==> config.mk <==
export PLATFORM = sky130hd
export DESIGN_NAME = heq_div
export DESIGN_NICKNAME = d
export VERILOG_FILES = /design/src/heq_pkg.sv /design/src/heq_div.sv
export SDC_FILE = /design/constraint.sdc
export NUM_CORES = 1
export LEC_CHECK = 0
export BUFFER_PORTS_ARGS = -buffer_cell sky130_fd_sc_hd__buf_2
export CAP_MARGIN = 0
export CORE_MARGIN = 10
export CORE_UTILIZATION = 55
export DETAILED_ROUTE_END_ITERATION = 6
export PLACE_DENSITY = 0.87
export SYNTH_ARGS = -nofsm -noshare
export SYNTH_HDL_FRONTEND = slang
export SYNTH_SLANG_ARGS = --single-unit
==> constraint.sdc <==
create_clock -name clk -period 8.6 [get_ports clk]
set_clock_uncertainty 0.15 [all_clocks]
set_input_delay 1.72 -clock clk [delete_from_list [all_inputs] [get_ports clk]]
set_output_delay 1.72 -clock clk [all_outputs]
set_load 0.1 [all_outputs]
==> src/heq_pkg.sv <==
// ----------------------------------------------------------------------------
// heq_pkg
// Types and constants shared by the histogram equalization map block.
// ----------------------------------------------------------------------------
package heq_pkg;

  localparam int BINS_DEF = 256;
  localparam int GREY_W   = 8;
  localparam int COUNT_W  = 16;

  localparam logic [GREY_W-1:0]  GREY_MAX  = 8'hff;
  localparam logic [COUNT_W-1:0] COUNT_MAX = 16'hffff;

  localparam logic [1:0] KIND_START  = 2'd0;
  localparam logic [1:0] KIND_PIXEL  = 2'd1;
  localparam logic [1:0] KIND_LOOKUP = 2'd2;

  typedef struct packed {
    logic [1:0]        kind;
    logic [GREY_W-1:0] grey;
    logic              last;
  } heq_in_t;

  typedef struct packed {
    logic [GREY_W-1:0] mapped;
    logic              ready_res;
    logic              overflow;
  } heq_out_t;

endpackage

==> src/heq_div.sv <==
// ----------------------------------------------------------------------------
// heq_div
// Iterative restoring divider: one quotient bit per cycle; done strobes
// in the cycle in which the final quotient bit is on quo.
// ----------------------------------------------------------------------------
module heq_div #(
  parameter int QW = 8
) (
  input  logic                              clk,
  input  logic                              rst_n,
  input  logic                              go,
  input  logic [heq_pkg::COUNT_W+QW-1:0]    num,
  input  logic [heq_pkg::COUNT_W-1:0]       den,
  output logic                              done,
  output logic [QW-1:0]                     quo
);
  import heq_pkg::*;

  localparam int NW = COUNT_W + QW;
  localparam int SW = (QW > 1) ? $clog2(QW) : 1;

  logic [NW-1:0]      rem_r, rem_nxt;
  logic [COUNT_W-1:0] den_r;
  logic [QW-1:0]      q_r, q_nxt;
  logic [SW-1:0]      step_r;
  logic               run_r;
  logic               done_r;
  logic [NW-1:0]      dsh;
  logic               fits;

  assign dsh  = NW'(den_r) << step_r;
  assign fits = rem_r >= dsh;

  always_comb begin
    rem_nxt = rem_r;
    q_nxt   = q_r;
    if (fits) begin
      rem_nxt = rem_r - dsh;
      q_nxt   = q_r | (QW'(1) << step_r);
    end
  end

  always_ff @(posedge clk) begin
    if (!rst_n) begin
      run_r  <= 1'b0;
      done_r <= 1'b0;
      step_r <= '0;
    end else begin
      done_r <= 1'b0;
      if (go) begin
        run_r  <= 1'b1;
        step_r <= SW'(QW - 1);
      end else if (run_r) begin
        step_r <= step_r - SW'(1);
        if (step_r == '0) begin
          run_r  <= 1'b0;
          done_r <= 1'b1;
        end
      end
    end
  end

  always_ff @(posedge clk) begin
    if (go) begin
      rem_r <= num;
      den_r <= den;
      q_r   <= '0;
    end else if (run_r) begin
      rem_r <= rem_nxt;
      q_r   <= q_nxt;
    end
  end

  assign done = done_r;
  assign quo  = q_r;

endmodule

After elaboration in Yosys (flattened, before gate mapping) --
Index checks and enable logic that the tools add are counted.
Storage, ports and cells: input bits 43, register bits after elaboration 53
Cells by class: $add $sub $neg 2, multiplexer cells 9, bitwise logic cells 3, magnitude comparators 1, reductions and logical operators 6, shifts and indexed selects 2
Operators by type and width (number):
- 2-to-1 mux 24 bit | 3
- greater-or-equal comparator 24 bit | 1
- << shifter 16 x 3 -> 24 bit | 1
- subtractor 24 bit | 1
- bitwise OR 8 bit | 1
- << shifter 1 x 3 -> 8 bit, first input constant | 1
- 2-to-1 mux 3 bit | 2
- 2-to-1 mux 1 bit | 4
- AND reduction 2 bit | 2
- nonzero test 2 bit | 2
- logical NOT 3 bit | 1
- OR reduction 3 bit | 1
- subtractor 3 x 1 -> 3 bit, second input constant | 1
- NOT 1 bit | 2

Depth between registers and ports, before layout --
Gate-level depths: netlist of the first run.
depth after elaboration 5, depth in mapped cells 16

Worst setup path after synthesis of the first run --
OpenSTA, ideal clock, no wires.
path type register -> register, start reg step_r[0], end reg rem_r[0], enable pin, stages on the path, launching flop included 14, data arrival time 3.422 ns, period minus slack after synthesis 3.953 ns, setup time 0.381 ns, path buffers 3, setup slack 4.647 ns, cells stage by stage dfxtp_1 -> buf_2 -> buf_1 -> buf_1 -> mux2i_1 -> a21oi_1 -> mux2i_1 -> ha_1 -> and2_1 -> a41oi_1 -> a211oi_1 -> a211oi_1 -> nand2b_1 -> nand2_1
Between the ends: word-level cells in the longest chain between the ends 4
RTL lines:
- start: declaration | RTL line heq_div.sv:25 | logic [SW-1:0] step_r;
- start signal: assignment | RTL line heq_div.sv:52 | step_r <= SW'(QW - 1);
- start signal: assignment | RTL line heq_div.sv:54 | step_r <= step_r - SW'(1);
- << shifter 16 x 3 -> 24 bit | RTL line heq_div.sv:31 | assign dsh = NW'(den_r) << step_r;
- greater-or-equal comparator 24 bit | RTL line heq_div.sv:32 | assign fits = rem_r >= dsh;
- nonzero test 2 bit (no line)
- AND reduction 2 bit (no line)
- end signal: assignment | RTL line heq_div.sv:65 | rem_r <= num;
- end signal: assignment | RTL line heq_div.sv:69 | rem_r <= rem_nxt;
- end: declaration | RTL line heq_div.sv:22 | logic [NW-1:0] rem_r, rem_nxt;
No other way between the ends. A chain may end at the register's enable or synchronous reset.

Final worst setup path of the first run --
start reg step_r[0], end reg rem_r[2], enable pin
Same word-level chain as after synthesis.

==> results of run 1 <==
==> per-layer routing <==
metal | vias to the layer above | global-route usage, % | wire [um] | share of wire, %
li1 | 1558 | - | - | -
met5 | - | 0 | 0 | 0
met3 | 20 | 3.42 | 618 | 6.8
met2 | 130 | 30.1 | 4490 | 49
met4 | 0 | 6.10 | 191 | 2.1
met1 | 1474 | 20.6 | 3840 | 42
==> layout make-up <==
class / count / area [um^2]
fillers: 558 / 2560
inverters: 9 / 33.8
repair buffers: 52 / 263
clock inverters: 2 / 38.8
clock buffers: 6 / 72.6
well taps: 80 / 100
multi-input cells: 313 / 2220
flip-flops and latches: 53 / 1460
==> worst paths after layout <==
path / slack [ns] / startpoint / endpoint / cells after the start
setup / recovery: 3.81 / step_r[0]$_SDFFE_PN0P_ / rem_r[2]$_DFFE_PP_ / 10
hold / removal: 0.33 / quo[0]$_SDFFE_PP0P_ / quo[0]$_SDFFE_PP0P_ / 2
setup reg to reg: 3.81 / step_r[0]$_SDFFE_PN0P_ / rem_r[2]$_DFFE_PP_ / 10
hold reg to reg: 0.33 / quo[0]$_SDFFE_PP0P_ / quo[0]$_SDFFE_PP0P_ / 2
==> worst register-to-register path, cell delays in order, from the launching register on <==
cell      delay [ns]
dfxtp_1         1.07
mux2i_1         0.31
or3_1           0.43
fa_1            0.47
a21o_1          0.21
a211oi_1        0.23
o21a_1          0.14
o21ai_0         0.12
a211oi_1        0.31
nand2b_1        0.20
nand2_1         0.65
==> layout by cell type (no fill, tap or decap), drive strengths merged, types with 2 or more instances in the layout <==
cell / instances
a211oi: 9
a21boi: 3
a21o: 4
a21oi: 30
a22o: 8
a31oi: 2
and2: 3
buf: 52
clkbuf: 6
clkinv: 2
dfxtp: 13
edfxtp: 40
ha: 28
inv: 8
mux2: 5
mux2i: 25
nand2: 42
nand2b: 7
nand3: 7
nand4: 5
nor2: 25
nor2b: 7
nor3: 5
nor3b: 2
o211ai: 3
o21a: 5
o21ai: 36
o21bai: 3
o31a: 2
o31ai: 8
or3: 3
xnor2: 9
xor2: 7
==> metrics by stage <==
step | hold WS (ns) | utilization (%) | power, mW | instance area (um^2) | worst slack, ns
6_report | 0.326 | 62.1 | 1.19 | 4190 | 3.81
5_1_grt | 0.359 | 62.1 | 1.26 | 4190 | 3.48
4_1_cts | 0.326 | 62.1 | 1.17 | 4190 | 3.82
3_5_place_dp | 0.310 | 60.4 | 0.995 | 4080 | 3.93
3_3_place_gp | 0.296 | 60.4 | 0.973 | 4080 | 4.20
2_1_floorplan | 0.461 | - | 0.866 | 3800 | 4.65
==> power breakdown <==
group | total, mW | switching, mW | internal (mW)
clock | 0.175 | 0.0873 | 0.0875
combinational | 0.629 | 0.374 | 0.255
sequential | 0.382 | 0.0362 | 0.345
==> registers in the layout, indices dropped and copies added (netlist names) <==
| name | count |
|---|---|
| rem_r | 24 |
| run_r | 1 |
| step_r | 3 |
| done | 1 |
| den_r | 16 |
| quo | 8 |
==> cells by family (layout without fill, tap and decap cells) <==
kind of cell / Yosys count / after routing / share of synthesized area, %
DFF: 53 / 53 / 38.5
AOI/OAI and AO/OA: 124 / 124 / 22.1
and+or+nand+nor: 113 / 113 / 14.4
muxes: 31 / 31 / 8.66
adders and majority gates: 29 / 29 / 9.75
xor gates and xnor gates: 16 / 16 / 3.69
buffers and inverters: 30 / 69 / 3.03
==> results.json, run 1 <==
{
  "worst_pin_slew_ns": 1.15,
  "synth_commonest_cells": "42 x nand2_1, 40 x edfxtp_1, 29 x a21oi_1",
  "portBuffers": 51,
  "setup-tns-final_ns": 0,
  "yosys.area.top_type": "edfxtp_1",
  "cts.clk_slew.worst_paths_ns": 0.09,
  "post-route-min-period_ns": 4.79,
  "antenna_cells": 0,
  "synthArstFlopShare_pct": 0,
  "peakVddDrop_v": 0.000158,
  "routed_wl_mm": 9.14,
  "grt_use_total_pct": 17.3,
  "pin_count": 52,
  "die_w_um": 103,
  "rows": 30,
  "critPathKind": "reg2reg",
  "ant_nets": 0,
  "rsz0062_at_grt": "false",
  "ys_warn_count": 0,
  "final_max_slew_viol_count": 0,
  "grt_pass1_wl_mm": 14.7,
  "status": "finished clean",
  "critPathLaunchType": "flop",
  "ys_types": 58,
  "critPathCaptureType": "flop",
  "pwr_density_cell_nw_per_um2": 283,
  "setup_viol": 0,
  "synth_seq_area_share_pct": 38.5,
  "path_cells": "mux2i_1 -> or3_1 -> fa_1 -> a21o_1 -> a211oi_1 -> o21a_1 -> o21ai_0 -> a211oi_1 -> nand2b_1 -> nand2_1",
  "clk_latency_ns": 0.33,
  "synth_top_area_share_pct": 31.6,
  "synthCells": 396,
  "dieArea_um2": 10600,
  "grt_max_degree": 67,
  "cp.arrival_ns": 4.46,
  "synth_most_common_cell": "nand2_1",
  "synth_seq_cells": 53,
  "fin_nets": 506,
  "htree_levels": 2,
  "antenna_found_initial": 0,
  "maxSlewHeadroom_pct": 23.3,
  "cts_setup_buffers": 0,
  "drive_above_1_share_pct": 16.6,
  "min_path_type": "reg2reg",
  "critical_path_peak_fanout": 26,
  "crit_slowest_cell": "dfxtp_1",
  "syn_nets": 468,
  "start_util_pct": 56.2,
  "avgSynthCellArea_um2": 9.60,
  "synth-edff-count": 40,
  "tritoncts": "done",
  "synthFlopType": "edfxtp_1",
  "routed_via_density": 6.18,
  "critPathBufInv": 0,
  "synth_area_leaders": "edfxtp_1 32%, ha_1 9.2%, dfxtp_1 6.8%",
  "ctsResizeCount": 0,
  "hold_violations": 0,
  "timing.critical_path.mode_cell": "a211oi_1",
  "fin_crit_sh_pct": 55.7,
  "drtIter0Drc": 196,
  "max_freq_ghz": 0.209,
  "dieHeight_um": 103,
  "maxCapViolCount": 0,
  "final_cells": 515,
  "leakage_nw": 1.69,
  "grt_pass1_vias": 3098,
  "dp.cells": 507,
  "vias": 3182,
  "place_congestion": 1.01,
  "clkSinkCount": 53,
  "critical-path-top-delay-family": "simple AND/OR/NAND/NOR gates",
  "synth.cell_area_um2": 3800,
  "cts_made_buffers": 5,
  "cts-root-buf": "clkbuf_8",
  "area_delta_synth_final_pct": 10.3,
  "drt_pre_antenna_iters": 5,
  "grt-ovfl-total": 0,
  "core-area_um2": 6760,
  "dp_hpwl_mm": 6.70,
  "ctsHoldBuffers": 0,
  "wl_per_cell_um": 17.8,
  "cp_data_required_time_ns": 8.27,
  "post-route-drc-count": 0,
  "cpPeakStageDelay_ns": 1.07,
  "cts.path.max_buffers": 2
}
(Power assumes the default switching activity.)
==> inputs of run 2 (changes only) <==
Settings changed: CORE_UTILIZATION 55 to 53.
Clock period 8.6 ns to 4 ns, I/O delays scaled along.
==> results.json, run 2 (synthesized netlist as in run 1, its figures left out) <==
{
  "wl_per_cell_um": 16.6,
  "place_congestion": 0.931,
  "status": "finished clean",
  "drive_above_1_share_pct": 18.1,
  "dieArea_um2": 11000,
  "setup_viol": 0,
  "final_common_cell": "buf_2",
  "post-route-drc-count": 0,
  "pin_count": 52,
  "vias": 3197,
  "final_cell_mix": "51 x buf_2, 42 x nand2_1, 40 x edfxtp_1",
  "grt-ovfl-total": 0,
  "final_area_um2": 4240,
  "cts_made_buffers": 5,
  "drtIter0Drc": 238,
  "tritoncts": "done",
  "use_met2_pct": 28.1,
  "cts.clk_slew.worst_paths_ns": 0.11,
  "maxSlewHeadroom_pct": 52.2,
  "clkSinkCount": 53,
  "grt_pass1_wl_mm": 14.7,
  "ant_nets": 0,
  "start_util_pct": 55.3,
  "cp.arrival_ns": 3.67,
  "routed_via_density": 5.95,
  "use_met1_pct": 18.4,
  "hold_violations": 0,
  "critPathCaptureType": "flop",
  "largest_reg_flops": 24,
  "dieHeight_um": 105,
  "core-area_um2": 6870,
  "dp_hpwl_mm": 6.77,
  "setup-tns-final_ns": 0,
  "dp.cells": 529,
  "grt-busiest-layer": "met2",
  "worst_pin_slew_ns": 0.716,
  "htree_levels": 2,
  "cts.path.max_buffers": 2,
  "critPathLaunchType": "flop",
  "drt_pre_antenna_iters": 6,
  "portBuffers": 51,
  "antenna_found_initial": 0,
  "max_freq_ghz": 0.267,
  "rows": 30,
  "final_cells": 537,
  "rsz0062_at_grt": "false",
  "fin_nets": 512,
  "min_path_type": "reg2reg",
  "clk_latency_ns": 0.33,
  "cp_data_required_time_ns": 3.92,
  "post-route-min-period_ns": 3.75,
  "routed_wl_mm": 8.91,
  "final_util_pct": 61.8,
  "area_delta_synth_final_pct": 11.7,
  "die_w_um": 105,
  "leakage_nw": 1.71,
  "postPlaceCellArea_um2": 4150,
  "cts-root-buf": "clkbuf_8",
  "grt_use_total_pct": 15.7,
  "gr-usage-met3_pct": 3.32,
  "pwr_density_cell_nw_per_um2": 589,
  "maxCapViolCount": 0,
  "antenna_cells": 0,
  "critical_path_peak_fanout": 6,
  "grt_max_degree": 66,
  "top_register": "rem_r",
  "final_max_slew_viol_count": 0,
  "fin_crit_sh_pct": 93.8,
  "critPathKind": "reg2reg",
  "grt_pass1_vias": 3152,
  "peakVddDrop_v": 0.000346
}
-- run 2: path summary, 6_finish.rpt --
kind | from | end | slack [ns] | cells past startpoint
max | step_r[0]$_SDFFE_PN0P_ | rem_r[20]$_DFFE_PP_ | 0.25 | 14
min | quo[6]$_SDFFE_PP0P_ | quo[6]$_SDFFE_PP0P_ | 0.33 | 1
max reg2reg | step_r[0]$_SDFFE_PN0P_ | rem_r[20]$_DFFE_PP_ | 0.25 | 14
min reg2reg | quo[6]$_SDFFE_PP0P_ | quo[6]$_SDFFE_PP0P_ | 0.33 | 1
-- run 2: routing by layer --
layer	share of wire [%]	vias up	wire [um]
li1	-	1571	-
met1	43	1490	3830
met2	50	121	4420
met3	6.0	15	536
met4	1.4	0	128
met5	0	-	0
-- run 2: worst max-delay path, stage by stage (launching register included) --
cell and delay (ns):
dfxtp_1 0.46, buf_4 0.22, mux2_2 0.35, nor2_1 0.09
a21oi_1 0.07, mux2i_1 0.18, ha_1 0.31, a21o_1 0.20
or3_1 0.32, o211ai_1 0.24, o211ai_1 0.15, a31oi_2 0.36
o21bai_1 0.15, xnor2_1 0.16, o21ai_1 0.07
-- run 2: layout make-up --
| type | count | area (um^2) |
|---|---|---|
| Clock inverter | 3 | 23.8 |
| Inverter | 9 | 33.8 |
| Tap cell | 96 | 120 |
| Clock buffer | 5 | 68.8 |
| Timing Repair Buffer | 58 | 308 |
| Multi-Input combinational cell | 313 | 2230 |
| Sequential cell | 53 | 1460 |
| Fill cell | 576 | 2630 |
-- run 2: metrics by stage --
step           worst slack, ns  power (mW)  hold WS [ns]
2_1_floorplan           0.0473        1.86         0.461
3_3_place_gp             0.468        2.09         0.294
3_5_place_dp             0.314        2.14         0.308
4_1_cts                  0.244        2.49         0.331
5_1_grt                0.00453        2.69         0.361
6_report                 0.250        2.50         0.331
-- run 2: timing repair --
item	CTS	global route
endpoints found under the hold margin	0	0
setup endpoints to repair	0	2
hold buffers	0	0
resized for setup	0	1
buffers inserted	0	0
-- run 2: power breakdown --
| part | internal [mW] | leakage (nW) | switching (mW) |
|---|---|---|---|
| registers | 0.741 | 0.506 | 0.0583 |
| clock network | 0.129 | 0.0495 | 0.204 |
| logic | 0.552 | 1.16 | 0.816 |
| total | 1.42 | 1.71 | 1.08 |
==> inputs of run 3 (changes only) <==
Settings changed: GPL_TIMING_DRIVEN from default to 0, RECOVER_POWER from default to 50.
==> results.json, run 3 (synthesized netlist as in run 1, its figures left out) <==
{
  "cts.clk_slew.worst_paths_ns": 0.11,
  "cts.path.max_buffers": 2,
  "wl_per_cell_um": 16.8,
  "ctsHoldBuffers": 0,
  "critPathLaunchType": "flop",
  "max_freq_ghz": 0.264,
  "fillCellCount": 562,
  "cp-startpoint": "step_r[1]$_SDFFE_PN0P_",
  "rows": 30,
  "critical-path-top-delay-family": "compound AO/OA/AOI/OAI gates",
  "r2r_setup_slack_ns": 0.21,
  "cp_data_required_time_ns": 3.93,
  "pin_count": 52,
  "reg2reg_from": "step_r[1]$_SDFFE_PN0P_",
  "peakVddDrop_v": 0.000363,
  "routed_via_density": 6.01,
  "r2r-end": "rem_r[23]$_DFFE_PP_",
  "grt_pass1_wl_mm": 15.2,
  "grt_use_total_pct": 16.0,
  "largest_reg_flops": 24,
  "antenna_cells": 0,
  "grt_max_degree": 25,
  "final_area_um2": 4310,
  "final_max_slew_viol_count": 0,
  "antenna_found_initial": 0,
  "dieArea_um2": 11000,
  "grt_pass1_vias": 3207,
  "area_delta_synth_final_pct": 13.3,
  "post-route-drc-count": 0,
  "core-area_um2": 6870,
  "final_common_cell": "buf_2",
  "worst_pin_slew_ns": 1.19,
  "htree_levels": 2,
  "grt-ovfl-total": 0,
  "drive_above_1_share_pct": 15.7,
  "cp.arrival_ns": 3.72,
  "vias": 3302,
  "crit_slowest_cell": "clkbuf_1",
  "tritoncts": "done",
  "final_cells": 549,
  "routed_wl_mm": 9.24,
  "maxSlewHeadroom_pct": 21.1,
  "fin_crit_sh_pct": 94.7,
  "dpl_worst_slack_ns": -0.949,
  "critPathBufInv": 2,
  "path_cells": "inv_1 -> clkbuf_1 -> nor2_1 -> a21oi_1 -> mux2i_1 -> ha_1 -> nand2_1 -> nor3_2 -> o31ai_4 -> a31oi_2 -> a21oi_4 -> o32ai_4 -> mux2i_1 -> nand2_1",
  "final_cell_mix": "42 x buf_2, 41 x nand2_1, 40 x edfxtp_1",
  "fin_nets": 524,
  "dp_hpwl_mm": 7.01,
  "leakage_nw": 1.68,
  "critPathCaptureType": "flop",
  "ant_nets": 0,
  "r2r_cells": 14,
  "final_util_pct": 62.7,
  "min_path_type": "reg2reg",
  "status": "finished clean",
  "maxCapViolCount": 0,
  "start_util_pct": 55.3,
  "cpPeakStageDelay_ns": 0.42,
  "clkSinkCount": 53,
  "dieHeight_um": 105,
  "portBuffers": 51,
  "critical_path_peak_fanout": 12,
  "fin_ws_ns": 0.211,
  "critPathKind": "reg2reg",
  "crit_end": "rem_r[23]$_DFFE_PP_",
  "pwr_density_cell_nw_per_um2": 584,
  "drtIter0Drc": 259,
  "drt_pre_antenna_iters": 5,
  "hold_violations": 0,
  "top_register": "rem_r",
  "cts-root-buf": "clkbuf_8",
  "postPlaceCellArea_um2": 4180,
  "place_congestion": 0.950,
  "die_w_um": 105,
  "setup_viol": 0,
  "post-route-min-period_ns": 3.79,
  "cts_made_buffers": 5,
  "dp.cells": 543,
  "cts_setup_buffers": 0,
  "worstSetupPathDepth": 14,
  "clk_latency_ns": 0.32
}
-- run 3: cell types whose count changed in the layout (fill, tap and decap cells not counted), sizes merged --
cell    delta
clkbuf    +26
buf       -13
inv        -1
-- run 3: layout make-up --
| class | count | area (um^2) | area share, % |
|---|---|---|---|
| clock inverters | 2 | 12.5 | 0.291 |
| repair buffers | 51 | 243 | 5.64 |
| well taps | 96 | 120 | 2.79 |
| plain buffers | 19 | 85.1 | 1.98 |
| inverters | 9 | 33.8 | 0.785 |
| multi-input cells | 313 | 2270 | 52.8 |
| clock buffers | 6 | 76.3 | 1.77 |
| flip-flops and latches | 53 | 1460 | 34.0 |
-- run 3: how the worst min path moves through the flow --
stage,startpoint,to,slack [ns],cells after the start
after global routing,quo[0]$_SDFFE_PP0P_,quo[0]$_SDFFE_PP0P_,0.34,2
final,quo[0]$_SDFFE_PP0P_,quo[0]$_SDFFE_PP0P_,0.32,2
after CTS,quo[0]$_SDFFE_PP0P_,quo[0]$_SDFFE_PP0P_,0.33,2
after global placement,quo[0]$_SDFFE_PP0P_,quo[0]$_SDFFE_PP0P_,0.29,2
after floorplan,run_r$_SDFF_PN0_,done$_SDFF_PP0_,0.46,3
after detailed placement,quo[0]$_SDFFE_PP0P_,quo[0]$_SDFFE_PP0P_,0.31,2
-- run 3: power breakdown --
part	switching (mW)	internal, mW	total (mW)	leakage, nW
clock network	0.188	0.132	0.320	0.0495
registers	0.0523	0.741	0.794	0.506
logic	0.837	0.562	1.40	1.13
-- run 3: what timing repair did --
item | 4_1_cts | 5_1_grt
gates resized for setup | 5 | 11
pin swaps | 0 | 2
endpoints found under the setup margin | 43 | 34
-- run 3: routing by layer --
metal  global-route usage [%]  wire (um)  vias to the layer above
li1                         -          -                     1601
met1                     19.7       4050                     1552
met2                     27.8       4430                      128
met3                     3.50        608                       21
met4                     4.02        150                        0
met5                        0          0                        -
-- run 3: per-stage QoR --
step	setup TNS, ns	total power, mW	hold WS [ns]
2_1_floorplan	0	1.86	0.461
3_3_place_gp	-21.14	2.08	0.287
3_5_place_dp	-28.22	2.13	0.311
4_1_cts	0	2.46	0.328
5_1_grt	-0.123	2.70	0.341
6_report	0	2.51	0.321
-- run 3: worst min-delay path, stage by stage (launching register included) --
cell	delay, ns
dfxtp_1	0.33
nand2_1	0.05
o31ai_1	0.05
